`src/rtl/core/lom_pkg.sv`:
```
`timescale 1ns / 1ps
package lom_pkg;

  localparam int SIDE_W    = 1;
  localparam int PROD_W    = 4;
  localparam int TRD_W     = 3;
  localparam int ID_W      = 20;
  localparam int PRICE_W   = 20;
  localparam int QTY_W     = 20;
  localparam int VAL_W     = 40;
  localparam int FEE_W     = 34;
  localparam int ARR_W     = 32;
  localparam int UNITS_W   = 32;
  localparam int CASH_W    = 64;
  localparam int FEE_TOT_W = 64;
  localparam int DIV_REM_W = 7;
  localparam int DIG_W     = 8;
  localparam int DIV_STEPS = VAL_W / DIG_W;
  localparam int DIV_CNT_W = 3;
  localparam int TRIAL_W   = DIV_REM_W + DIG_W;
  localparam int RECIP_W   = 13;
  localparam int RCP_PROD_W = TRIAL_W + RECIP_W;
  // floor(v * 5243 / 2^19) equals floor(v / 100) for every v below 2^15
  localparam logic [RECIP_W-1:0] FEE_RECIP    = 13'd5243;
  localparam int                 FEE_RECIP_SH = 19;
  localparam logic [TRIAL_W-1:0] FEE_DIVISOR  = 15'd100;
  localparam logic [VAL_W-1:0]   FEE_ROUND    = 40'd50;

  typedef enum logic [1:0] {
    KIND_FILL   = 2'd0,
    KIND_RESTED = 2'd1,
    KIND_DONE   = 2'd2,
    KIND_REJECT = 2'd3
  } kind_t;

  typedef struct packed {
    logic [SIDE_W-1:0]  side;
    logic [PROD_W-1:0]  product;
    logic [TRD_W-1:0]   trader;
    logic [ID_W-1:0]    order_ref;
    logic [PRICE_W-1:0] price;
    logic [QTY_W-1:0]   qty;
  } order_t;

  typedef struct packed {
    logic [SIDE_W-1:0]  side;
    logic [PROD_W-1:0]  product;
    logic [TRD_W-1:0]   trader;
    logic [ID_W-1:0]    order_ref;
    logic [PRICE_W-1:0] price;
    logic [QTY_W-1:0]   qty;
    logic [ARR_W-1:0]   arrival;
  } entry_t;

  typedef struct packed {
    kind_t              kind;
    logic [ID_W-1:0]    resting_ref;
    logic [TRD_W-1:0]   resting_trader;
    logic [QTY_W-1:0]   fill_qty;
    logic [VAL_W-1:0]   trade_value;
    logic [FEE_W-1:0]   trade_fee;
    logic [QTY_W-1:0]   remaining_qty;
    logic               last;
  } result_t;

  // head of the order queue, front to back
  typedef struct packed {
    logic   valid;
    order_t order;
  } q_head_t;

  typedef enum logic [3:0] {
    ST_CLEAR,
    ST_IDLE,
    ST_SCAN,
    ST_MUL,
    ST_FEE_SET,
    ST_DIV,
    ST_BOOK,
    ST_PRD_N,
    ST_PWR_N,
    ST_PRD_R,
    ST_PWR_R,
    ST_EMIT,
    ST_FINAL
  } back_state_t;

endpackage

```
`src/rtl/core/lom_if.sv`:
```
`timescale 1ns / 1ps
interface lom_in_if;
  logic        valid;
  logic        ready;
  logic        side;
  logic [3:0]  product;
  logic [2:0]  trader;
  logic [19:0] order_ref;
  logic [19:0] price;
  logic [19:0] qty;
  modport source(output valid, side, product, trader, order_ref, price, qty, input ready);
  modport sink(input valid, side, product, trader, order_ref, price, qty, output ready);
endinterface


```
`src/rtl/core/lom_front.sv`:
```
`timescale 1ns / 1ps
module lom_front #(
  parameter int TRADER_COUNT  = 8,
  parameter int PRODUCT_COUNT = 16
) (
  input  logic             clk,
  input  logic             rst_n,
  lom_in_if.sink           in_ch,
  input  logic             busy,
  input  logic             pop,
  output lom_pkg::q_head_t head
);
  import lom_pkg::*;

  order_t     fifo_r [2];
  logic       wr_ptr_r, wr_ptr_nxt;
  logic       rd_ptr_r, rd_ptr_nxt;
  logic [1:0] cnt_r, cnt_nxt;
  logic       push;
  order_t     cls;

  // reduce indexes beyond the configured counts
  function automatic logic [PROD_W-1:0] red_prod(input logic [PROD_W-1:0] x);
    logic [PROD_W-1:0] r;
    r = '0;
    for (int i = 0; i < (1 << PROD_W); i++) begin
      if (x == PROD_W'(i)) r = PROD_W'(i % PRODUCT_COUNT);
    end
    return r;
  endfunction

  function automatic logic [TRD_W-1:0] red_trd(input logic [TRD_W-1:0] x);
    logic [TRD_W-1:0] r;
    r = '0;
    for (int i = 0; i < (1 << TRD_W); i++) begin
      if (x == TRD_W'(i)) r = TRD_W'(i % TRADER_COUNT);
    end
    return r;
  endfunction

  assign in_ch.ready = !busy && (cnt_r != 2'd2);
  assign push        = in_ch.valid && in_ch.ready;

  always_comb begin
    cls.side      = in_ch.side;
    cls.product   = red_prod(in_ch.product);
    cls.trader    = red_trd(in_ch.trader);
    cls.order_ref = in_ch.order_ref;
    cls.price     = in_ch.price;
    cls.qty       = in_ch.qty;
  end

  always_comb begin
    wr_ptr_nxt = push ? !wr_ptr_r : wr_ptr_r;
    rd_ptr_nxt = pop ? !rd_ptr_r : rd_ptr_r;
    cnt_nxt    = cnt_r + {1'b0, push} - {1'b0, pop};
  end

  always_ff @(posedge clk) begin
    if (!rst_n) begin
      wr_ptr_r <= 1'b0;
      rd_ptr_r <= 1'b0;
      cnt_r    <= 2'd0;
    end else begin
      wr_ptr_r <= wr_ptr_nxt;
      rd_ptr_r <= rd_ptr_nxt;
      cnt_r    <= cnt_nxt;
    end
  end

  always_ff @(posedge clk) begin
    if (push) fifo_r[wr_ptr_r] <= cls;
  end

  assign head.valid = (cnt_r != 2'd0);
  assign head.order = fifo_r[rd_ptr_r];

endmodule

```
`src/flat_wrapper.sv`:
```
// flat-port wrapper written by rule: the top's interface ports become plain ports
module lom_front_flat import lom_pkg::*;
#(
  parameter int TRADER_COUNT  = 8,
  parameter int PRODUCT_COUNT = 16
)
  (clk, rst_n, busy, pop, head, in_ch_valid, in_ch_side, in_ch_product, in_ch_trader, in_ch_order_ref, in_ch_price, in_ch_qty, in_ch_ready);
  lom_in_if in_ch_i ();
  input  logic clk;
  input  logic rst_n;
  input  logic busy;
  input  logic pop;
  output lom_pkg::q_head_t head;
  input wire logic [$bits(in_ch_i.valid)-1:0] in_ch_valid;
  input wire logic [$bits(in_ch_i.side)-1:0] in_ch_side;
  input wire logic [$bits(in_ch_i.product)-1:0] in_ch_product;
  input wire logic [$bits(in_ch_i.trader)-1:0] in_ch_trader;
  input wire logic [$bits(in_ch_i.order_ref)-1:0] in_ch_order_ref;
  input wire logic [$bits(in_ch_i.price)-1:0] in_ch_price;
  input wire logic [$bits(in_ch_i.qty)-1:0] in_ch_qty;
  output wire logic [$bits(in_ch_i.ready)-1:0] in_ch_ready;
  assign in_ch_i.valid = in_ch_valid;
  assign in_ch_i.side = in_ch_side;
  assign in_ch_i.product = in_ch_product;
  assign in_ch_i.trader = in_ch_trader;
  assign in_ch_i.order_ref = in_ch_order_ref;
  assign in_ch_i.price = in_ch_price;
  assign in_ch_i.qty = in_ch_qty;
  assign in_ch_ready = in_ch_i.ready;
  lom_front #(.TRADER_COUNT(TRADER_COUNT), .PRODUCT_COUNT(PRODUCT_COUNT)) u_core (.clk(clk), .rst_n(rst_n), .in_ch(in_ch_i), .busy(busy), .pop(pop), .head(head));
endmodule
```
`config.mk`:
```
export PLATFORM = sky130hd
export DESIGN_NAME = lom_front_flat
export DESIGN_NICKNAME = d
export VERILOG_FILES = /design/src/rtl/core/lom_pkg.sv /design/src/rtl/core/lom_if.sv /design/src/rtl/core/lom_front.sv /design/src/flat_wrapper.sv
export SDC_FILE = /design/constraint.sdc
export NUM_CORES = 1
export LEC_CHECK = 0
export CAP_MARGIN = 10
export CORE_MARGIN = 2
export CORE_UTILIZATION = 35
export CTS_CLUSTER_SIZE = 28
export DETAILED_ROUTE_END_ITERATION = 10
export DONT_BUFFER_PORTS = 1
export HOLD_SLACK_MARGIN = 0.15
export PLACE_DENSITY_LB_ADDON = 0.15
export SLEW_MARGIN = 0
export SYNTH_ARGS = -nofsm -noshare
export SYNTH_HDL_FRONTEND = slang
export SYNTH_SLANG_ARGS = --single-unit
```
`constraint.sdc`:
```
create_clock -name clk -period 5 [get_ports clk]
set_input_delay 0.75 -clock clk [delete_from_list [all_inputs] [get_ports clk]]
set_output_delay 0.75 -clock clk [all_outputs]
set_load 0.005 [all_outputs]
```
==> results of run 1 <==
==> per-stage QoR <==
stage               instances  hold WS (ns)  total power [mW]  utilization  setup WS (ns)
finish                    447        0.4332             2.921       0.4154          2.307
global route              447        0.4019             3.041       0.4154          2.171
CTS                       447        0.4087             2.967       0.4154          2.222
detailed placement        415        0.5009             1.626       0.3722          2.335
global placement          415        0.4918             1.623       0.3722          2.370
floorplan                 245        0.4514             1.587            -         0.4218
==> cells in the mapped netlist (all sizes together) <==
master    n
and2      2
buf       8
clkbuf    7
dfxtp     5
edfxtp  136
ha        2
inv       3
mux2     68
mux2i     1
nand2     1
nand2b    1
nor2      4
nor2b     2
nor3b     1
or2       1
xnor2     2
xor2      1
==> cell type report <==
type,instances,area [um2],area share
clock buffers,20,436.7,0.07205
multi-input cells,86,980.9,0.1618
clock inverters,12,193.9,0.03200
inverters,3,11.26,0.001858
flip-flops and latches,141,4188,0.6910
well taps,184,230.2,0.03799
repair buffers,1,20.02,0.003303
==> cell families after synthesis <==
group                    count (synthesis)
flip-flops                             141
multiplexers                            69
buffers and inverters                   18
AND/OR/NAND/NOR                         12
XOR/XNOR                                 3
adder cells (fa/ha/maj)                  2
==> how the worst max path moves through the flow <==
stage	slack, ns	end	from	cells after the start
final	2.31	head[4]	flip-flop	1
after floorplan	0.42	u_core.fifo_r[0][0]	busy	2
after detailed placement	2.34	u_core.fifo_r[0][0]	busy	3
after global routing	2.17	head[2]	flip-flop	1
after CTS	2.22	head[4]	flip-flop	1
after global placement	2.37	u_core.fifo_r[0][0]	busy	3
==> per-layer routing <==
metal / track usage / vias up / part of all wire / wire [um]
met4: 0.06012 / 0 / 0.021 / 180
met2: 0.1677 / 102 / 0.46 / 3998
met5: 0 / - / 0 / 0
met1: 0.1238 / 1076 / 0.39 / 3426
li1: - / 951 / - / -
met3: 0.07254 / 17 / 0.13 / 1098
==> flip-flops by register name, summed over array words and instances, names as in the netlist, named ones only <==
register,cells
u_core.fifo_r,136
u_core.wr_ptr_r,1
u_core.cnt_r,2
u_core.rd_ptr_r,1
==> power by group through the flow <==
stage / Combinational [mW] / Clock, mW / Sequential [mW]
after floorplan: 0.170 / 0 / 1.42
after CTS: 0.184 / 1.36 / 1.42
after global placement: 0.182 / 0 / 1.44
final: 0.177 / 1.33 / 1.42
after detailed placement: 0.183 / 0 / 1.44
after global routing: 0.195 / 1.42 / 1.43
==> worst reg2reg max path, cell delays in order (launching register included) <==
cell and delay (ns):
dfxtp_1 0.32, nor2b_1 0.16, nor3b_2 0.30, nor2b_4 0.83, buf_12 0.35
==> impl_metrics.yaml, run 1 <==
sta:
  tns_ns: 0
  tightest_slew_ns: 1.068
  slew_headroom: 0.2877
  setup_viol: 0
  fin_crit_ns: 2.693
  hold_violations: 0
  slew_viol_final: 0
  fmax_mhz: 371.3
  fin_skew_ns: 0.005961
  rsz0062_at_grt: "false"
  finalCritPeriodShare: 0.5386
routing:
  first_pass_iters: 6
  drc: 0
  antenna_left: 0
  drtIter0Drc: 130
  via_per_inst: 4.801
  vias: 2146
  finalWirelength_um: 8703
  wl_per_cell_um: 19.47
setup_path:
  ff2ff_setup_slack_ns: 2.70
  r2r-start: "u_core.cnt_r[1]"
  required_ns: 4.25
  critPathSlowestCell: "dfxtp_4"
  endpoint_kind: "output port"
  path_class: "reg -> out"
  start_kind: "flip-flop"
  reg2reg_to: "u_core.fifo_r[0][1]"
  crit_family: "flip-flops"
  cp.arrival_ns: 1.94
  path_buf_inv: 0
  cp_cell_sequence: "mux2_2"
  r2r_cells: 4
  cp_max_fo: 68
  max_stage_delay_ns: 1.06
layout:
  final_area_um2: 6061
  drive_gt1_frac: 0.3802
  finalNetCount: 325
  layout_common_cells: "edfxtp_1, mux2_2, mux2_4"
  n_fill_cell: 1272
  synthToLayoutAreaGrowth_pct: 15.11
  antennaDiodeCount: 0
  final_common_cell: "edfxtp_1"
clock_tree:
  clk_latency_ns: 0.41
  cts.clk_slew.worst_paths_ns: 0.06
  holdBufCountCts: 0
  max-clock-path-buffers: 2
  htreeDepth: 4
  cts_resized: 0
  cts_sinks: 141
  post_cts_buffers: 0
  cts_tree: "built"
  numCtsBuffers: 17
  cts_root_buf: "clkbuf_16"
pwr:
  power_switching_mw: 0.5731
  ir_drop_uv: 203.3
  clockPowerShare: 0.455
  p_per_area_nw_per_um2: 481.9
  leakage_nw: 2.000
  power_frac_comb: 0.060
  power.internal_mw: 2.348
  p_sw_frac: 0.1962
  power_frac_seq: 0.485
logic_synthesis:
  synthCells: 245
  synth_seq_cells: 141
  yosysTopAreaCellShare: 0.7757
  synth_top_family_by_area: "multiplexers"
  ys_seq_area_frac: 0.7947
  syn_area_per_cell_um2: 21.49
  synth_top_area_cell: "edfxtp_1"
  synth_xor_area_frac: 0.004990
  yosys.area_share.simple: 0.01307
  netlist_area_um2: 5265
  synth_cell_types: 20
  synth-warning-count: 0
  yosys-top-cells-area: "edfxtp_1, mux2_2, mux2_4"
  yosys.area_share.adder: 0.004753
  synth_nets: 320
  synthMuxAreaShare: 0.1616
  synth_compound_area_frac: 0
floorplanning:
  die_h_um: 126.7
  top_level_ports: 143
  core-area_um2: 14590
  die_area_um2: 16040
  die_width_um: 126.7
  std_cell_rows: 44
  start_util: 0.3609
global_route:
  grt_pass1_vias: 2369
  grt_max_degree: 69
  grt_usage: 0.1129
  grt_pass1_wl_um: 13320
  grt_overflow_total: 0
  antenna_found_initial: 0
worst_hold_path:
  hold_start: "in_ch_order_ref[4]"
  hp-class: "in -> reg"
  hold_depth: 0
  hold_path_end: "u_core.fifo_r[0][44]"
placed_design:
  gp_congestion: 0.6668
  portBuffers: 0
  placed_area_um2: 5430
run:
  maxCapViolCount: 0
run_status:
  status: "finished, final reports clean"
(Power assumes the default switching activity.)
==> inputs of run 2 (changes only) <==
Clock period 5 ns to 2.5 ns, I/O delays scaled along.
==> run 2 against run 1 <==
Clock power is 73% higher. Global-route usage increased by 0.28 points. Routed wire length grew 2.1%. Sequential power grew 96%. Register-to-register slack worse by 2.0 ns. Combinational power rose to 2.9 times the previous value.
==> impl_metrics.yaml, run 2 (synthesis gave the netlist of run 1 again) <==
run_status:
  status: "finished, final reports clean"
setup_path:
  endpoint_kind: "output port"
  crit_family: "multiplexers"
  cp_cell_sequence: "buf_12 -> mux2_2"
  max_stage_delay_ns: 0.41
  path_buf_inv: 1
  cp_max_fo: 68
  path_class: "reg -> out"
  cp.arrival_ns: 1.58
  r2r_cells: 4
  ff2ff_setup_slack_ns: 0.67
  reg2reg_to: "u_core.fifo_r[0][35]"
  start_kind: "flip-flop"
  critPathSlowestCell: "mux2_2"
  required_ns: 2.12
  r2r-start: "u_core.cnt_r[1]"
layout:
  drive_gt1_frac: 0.2976
  fin_cells: 520
  final_common_cell: "edfxtp_1"
  top_register: "u_core.fifo_r"
  antennaDiodeCount: 0
  n_fill_cell: 1267
  synthToLayoutAreaGrowth_pct: 27.40
  reg.largest.list: "u_core.fifo_r x136, u_core.cnt_r x2"
  largest_reg_flops: 136
  final_core_util: 0.4598
  layout_common_cells: "edfxtp_1, dlygate4sd3_1, mux2_2"
  finalNetCount: 398
sta:
  rsz0062_at_grt: "false"
  fin_crit_ns: 1.952
  hold_violations: 0
  tightest_slew_ns: 0.4983
  tns_ns: 0
  fmax_mhz: 512.3
  fin_skew_ns: 0.01162
  finalCritPeriodShare: 0.7808
  slew_viol_final: 0
  slew_headroom: 0.6678
  setup_viol: 0
routing:
  vias: 2403
  via_per_inst: 4.621
  first_pass_iters: 4
  wl_per_cell_um: 17.08
  finalWirelength_um: 8883
  drtIter0Drc: 143
  drc: 0
  antenna_left: 0
global_route:
  grt_pass1_vias: 2661
  grt_pass1_wl_um: 13820
  grt_max_degree: 69
  antenna_found_initial: 0
  grt_overflow_total: 0
  grt_usage: 0.1157
clock_tree:
  cts_sinks: 141
  post_cts_buffers: 0
  htreeDepth: 4
  max-clock-path-buffers: 2
  cts_tree: "built"
  clk_latency_ns: 0.41
  numCtsBuffers: 17
  cts.clk_slew.worst_paths_ns: 0.05
  cts_root_buf: "clkbuf_16"
run:
  maxCapViolCount: 0
placed_design:
  gp_congestion: 0.6831
  hpwl_um: 5169
  dpl.cell_count: 418
  portBuffers: 0
floorplanning:
  core-area_um2: 14590
  start_util: 0.3609
  die_area_um2: 16040
  top_level_ports: 143
  die_h_um: 126.7
  std_cell_rows: 44
  die_width_um: 126.7
pwr:
  power_mw: 5.593
  leakage_nw: 2.276
  p_per_area_nw_per_um2: 833.8
  ir_drop_uv: 396.7
worst_hold_path:
  hold_depth: 2
  hold_path_end: "u_core.wr_ptr_r"
  hp-class: "in -> reg"
  hold_start: "busy"
run 2: changes by cell type in the layout (fill, tap and decap cells not counted), sizes merged:
cell / before / now
dlygate4sd3: 0 / 70
buf: 1 / 4
bufinv: 5 / 2
clkbuf: 20 / 22
clkinv: 5 / 7
clkinvlp: 2 / 1
run 2: worst max path at each step:
stage / from / end / slack (ns) / cells past startpoint
finish: flip-flop / head[0] / 0.55 / 2
floorplan: u_core.cnt_r[1] / u_core.fifo_r[0][0] / 0.27 / 3
CTS: flip-flop / head[6] / 0.51 / 2
global route: flip-flop / head[37] / 0.49 / 2
global placement: u_core.cnt_r[1] / u_core.fifo_r[0][49] / 0.70 / 4
detailed placement: u_core.cnt_r[1] / u_core.fifo_r[0][49] / 0.64 / 4
run 2: per-stage QoR:
stage | worst slack (ns) | instance area, um2 | hold slack [ns]
global placement | 0.7048 | 5465 | 0.4740
floorplan | 0.2736 | 5274 | 0.4739
CTS | 0.5141 | 6708 | 0.1634
global route | 0.4919 | 6708 | 0.1780
finish | 0.5479 | 6708 | 0.1771
detailed placement | 0.6422 | 5465 | 0.4740
run 2: where the power goes:
group / internal (mW) / switching [mW] / total, mW
Clock: 1.45 / 0.857 / 2.30
Combinational: 0.259 / 0.246 / 0.505
Sequential: 2.75 / 0.0341 / 2.78
Total: 4.46 / 1.14 / 5.59
run 2: layout make-up:
class	instances	area [um2]	share of cell area
inverters	3	11.26	0.001679
well taps	184	230.2	0.03432
clock buffers	22	444.2	0.06622
flip-flops and latches	141	4188	0.6243
multi-input cells	86	980.9	0.1462
repair buffers	74	755.7	0.1127
clock inverters	10	97.59	0.01455
run 2: layer usage:
layer / vias up / share of wire / GRT usage / wire length, um
met1: 1201 / 0.42 / 0.1358 / 3724
met2: 93 / 0.49 / 0.1812 / 4363
li1: 1101 / - / - / -
met5: - / 0 / 0 / 0
met3: 8 / 0.078 / 0.04935 / 689
met4: 0 / 0.012 / 0.06012 / 105
run 2: worst register-to-register path, stage by stage (launching register included):
cell     delay, ns
dfxtp_1       0.33
nor2b_1       0.16
nor3b_2       0.31
nor2b_4       0.22
buf_4         0.43
run 2: what timing repair did:
item,CTS,global route
resized for setup,0,0
hold buffers,70,0
endpoints found under the hold margin,141,0
==> inputs of run 3 (changes only) <==
Settings changed: ABC_AREA from default to 1.
Clock period 2.5 ns to 1.95 ns, I/O delays scaled along.
==> run 3 against run 2 <==
Routed wire length rose by 3.1%. Sequential share of layout area fell by 1.3 points. Clock skew fell by 0.0060 ns. Clock-buffer cell count fell by 3. Sequential power rose by 26%. First-iteration DRC count fell by 31%. Synthesized cell count rose by 4.1%.
==> impl_metrics.yaml, run 3 <==
pwr:
  leakage_nw: 2.363
  p_per_area_nw_per_um2: 1032
  power_mw: 7.076
  ir_drop_uv: 561.8
routing:
  antenna_left: 0
  first_pass_iters: 4
  finalWirelength_um: 9157
  drtIter0Drc: 98
  wl_per_cell_um: 16.96
  vias: 2485
  via_per_inst: 4.602
  drc: 0
sta:
  slew_headroom: 0.7772
  fmax_mhz: 570.1
  slew_viol_final: 0
  setup_viol: 0
  finalCritPeriodShare: 0.8995
  tightest_slew_ns: 0.3343
  worst_hold_slack_ns: 0.2058
  fin_crit_ns: 1.754
  fin_skew_ns: 0.005589
  hold_violations: 0
  rsz0062_at_grt: "false"
  setup_ws_ns: 0.1961
clock_tree:
  cts_tree: "built"
  clk_latency_ns: 0.41
  htreeDepth: 4
  numCtsBuffers: 17
  cts_root_buf: "clkbuf_16"
  cts.clk_slew.worst_paths_ns: 0.05
  cts_sinks: 141
  cts_resized: 0
  max-clock-path-buffers: 2
global_route:
  grt_usage: 0.1187
  grt_use_met2: 0.1911
  antenna_found_initial: 0
  use_met3: 0.05905
  grt_max_degree: 46
  grt_util_met1: 0.1315
  grt_pass1_vias: 2642
  grt_pass1_wl_um: 13970
  grt-busiest-layer: "met2"
  grt_overflow_total: 0
layout:
  reg.largest.list: "u_core.fifo_r x136, u_core.cnt_r x2"
  synthToLayoutAreaGrowth_pct: 30.06
  n_fill_cell: 1283
  fin_cells: 540
  top_register: "u_core.fifo_r"
  final_common_cell: "edfxtp_1"
  antennaDiodeCount: 0
  layout_common_cells: "edfxtp_1, dlygate4sd3_1, mux2_2"
  largest_reg_flops: 136
  finalNetCount: 418
  drive_gt1_frac: 0.3258
placed_design:
  portBuffers: 0
  post-place-ws_ns: 0.4835
  gp_congestion: 0.7037
  hpwl_um: 5587
  dpl.cell_count: 431
setup_path:
  cp.arrival_ns: 1.46
  ff2ff_setup_slack_ns: 0.52
  start_kind: "flip-flop"
  endpoint_kind: "output port"
  required_ns: 1.66
  cp_max_fo: 21
  path_class: "reg -> out"
  r2r_cells: 7
logic_synthesis:
  synth-warning-count: 0
  synth_top_area_cell: "edfxtp_1"
  synthArstFlopShare: 0
  synth_most_common_cell: "edfxtp_1"
  synth_seq_cells: 141
  synthCells: 255
  netlist_area_um2: 5270
  ys_seq_area_frac: 0.7939
  synth_edf_count: 136
  synth_nets: 330
  yosys-top-cells-area: "edfxtp_1, mux2_2, mux2_4"
  ys.flop_type: "edfxtp_1"
  synth_commonest_cells: "edfxtp_1, mux2_2, mux2_4"
  yosysTopAreaCellShare: 0.7749
  syn_area_per_cell_um2: 20.67
  synth_cell_types: 16
floorplanning:
  die_width_um: 126.7
  die_h_um: 126.7
  top_level_ports: 143
  std_cell_rows: 44
  start_util: 0.3599
  die_area_um2: 16060
  core-area_um2: 14640
worst_hold_path:
  hp-class: "in -> reg"
  hold_depth: 3
run_status:
  status: "finished, final reports clean"
run:
  maxCapViolCount: 0
-- run 3: worst max-delay path, stage by stage (launching register included) --
cell and delay, ns:
dfxtp_4 0.45, buf_12 0.22, mux2_2 0.37
-- run 3: kinds of logic after synthesis --
logic type	count (synthesis)	share of synthesized area
AOI/OAI and AO/OA	2	0.001899
DFF	141	0.7939
buffers and inverters	23	0.02446
and+or+nand+nor	19	0.01543
adders and majority gates	2	0.004748
muxes	68	0.1595
-- run 3: power breakdown --
group	internal (mW)	leakage, nW	switching, mW
combinational	0.300	0.814	0.256
sequential	3.47	1.29	0.0392
clock	1.86	0.263	1.15
-- run 3: timing repair --
action	4_1_cts	5_1_grt
hold endpoints to repair	141	0
setup endpoints to repair	0	5
hold buffers	71	0
buffers inserted	0	6
-- run 3: layout make-up --
class	count	area, um2	share of cell area
well taps	184	230.2	0.03359
clock inverters	13	125.1	0.01825
clock buffers	19	432.9	0.06316
multi-input cells	91	972.2	0.1418
flip-flops and latches	141	4189	0.6112
repair buffers	84	870.8	0.1271
inverters	8	33.78	0.004929
-- run 3: through the flow --
step,area [um2],TNS [ns],utilization
3_3_place_gp,5540,0,0.3783
5_1_grt,6854,0,0.4680
6_report,6854,0,0.4680
2_1_floorplan,5290,-1.025,-
4_1_cts,6809,0,0.4650
3_5_place_dp,5540,0,0.3783
-- run 3: layer usage --
layer	wire length, um	share of wire
met2	4313	0.47
met5	0	0
met1	3899	0.43
met3	782	0.085
met4	162	0.018
-- run 3: worst paths after layout --
check,start,to
setup / recovery,flip-flop,head[1]
hold / removal,in_ch_valid,u_core.wr_ptr_r
setup reg to reg,u_core.cnt_r[0],u_core.cnt_r[1]
hold reg to reg,u_core.rd_ptr_r,u_core.rd_ptr_r
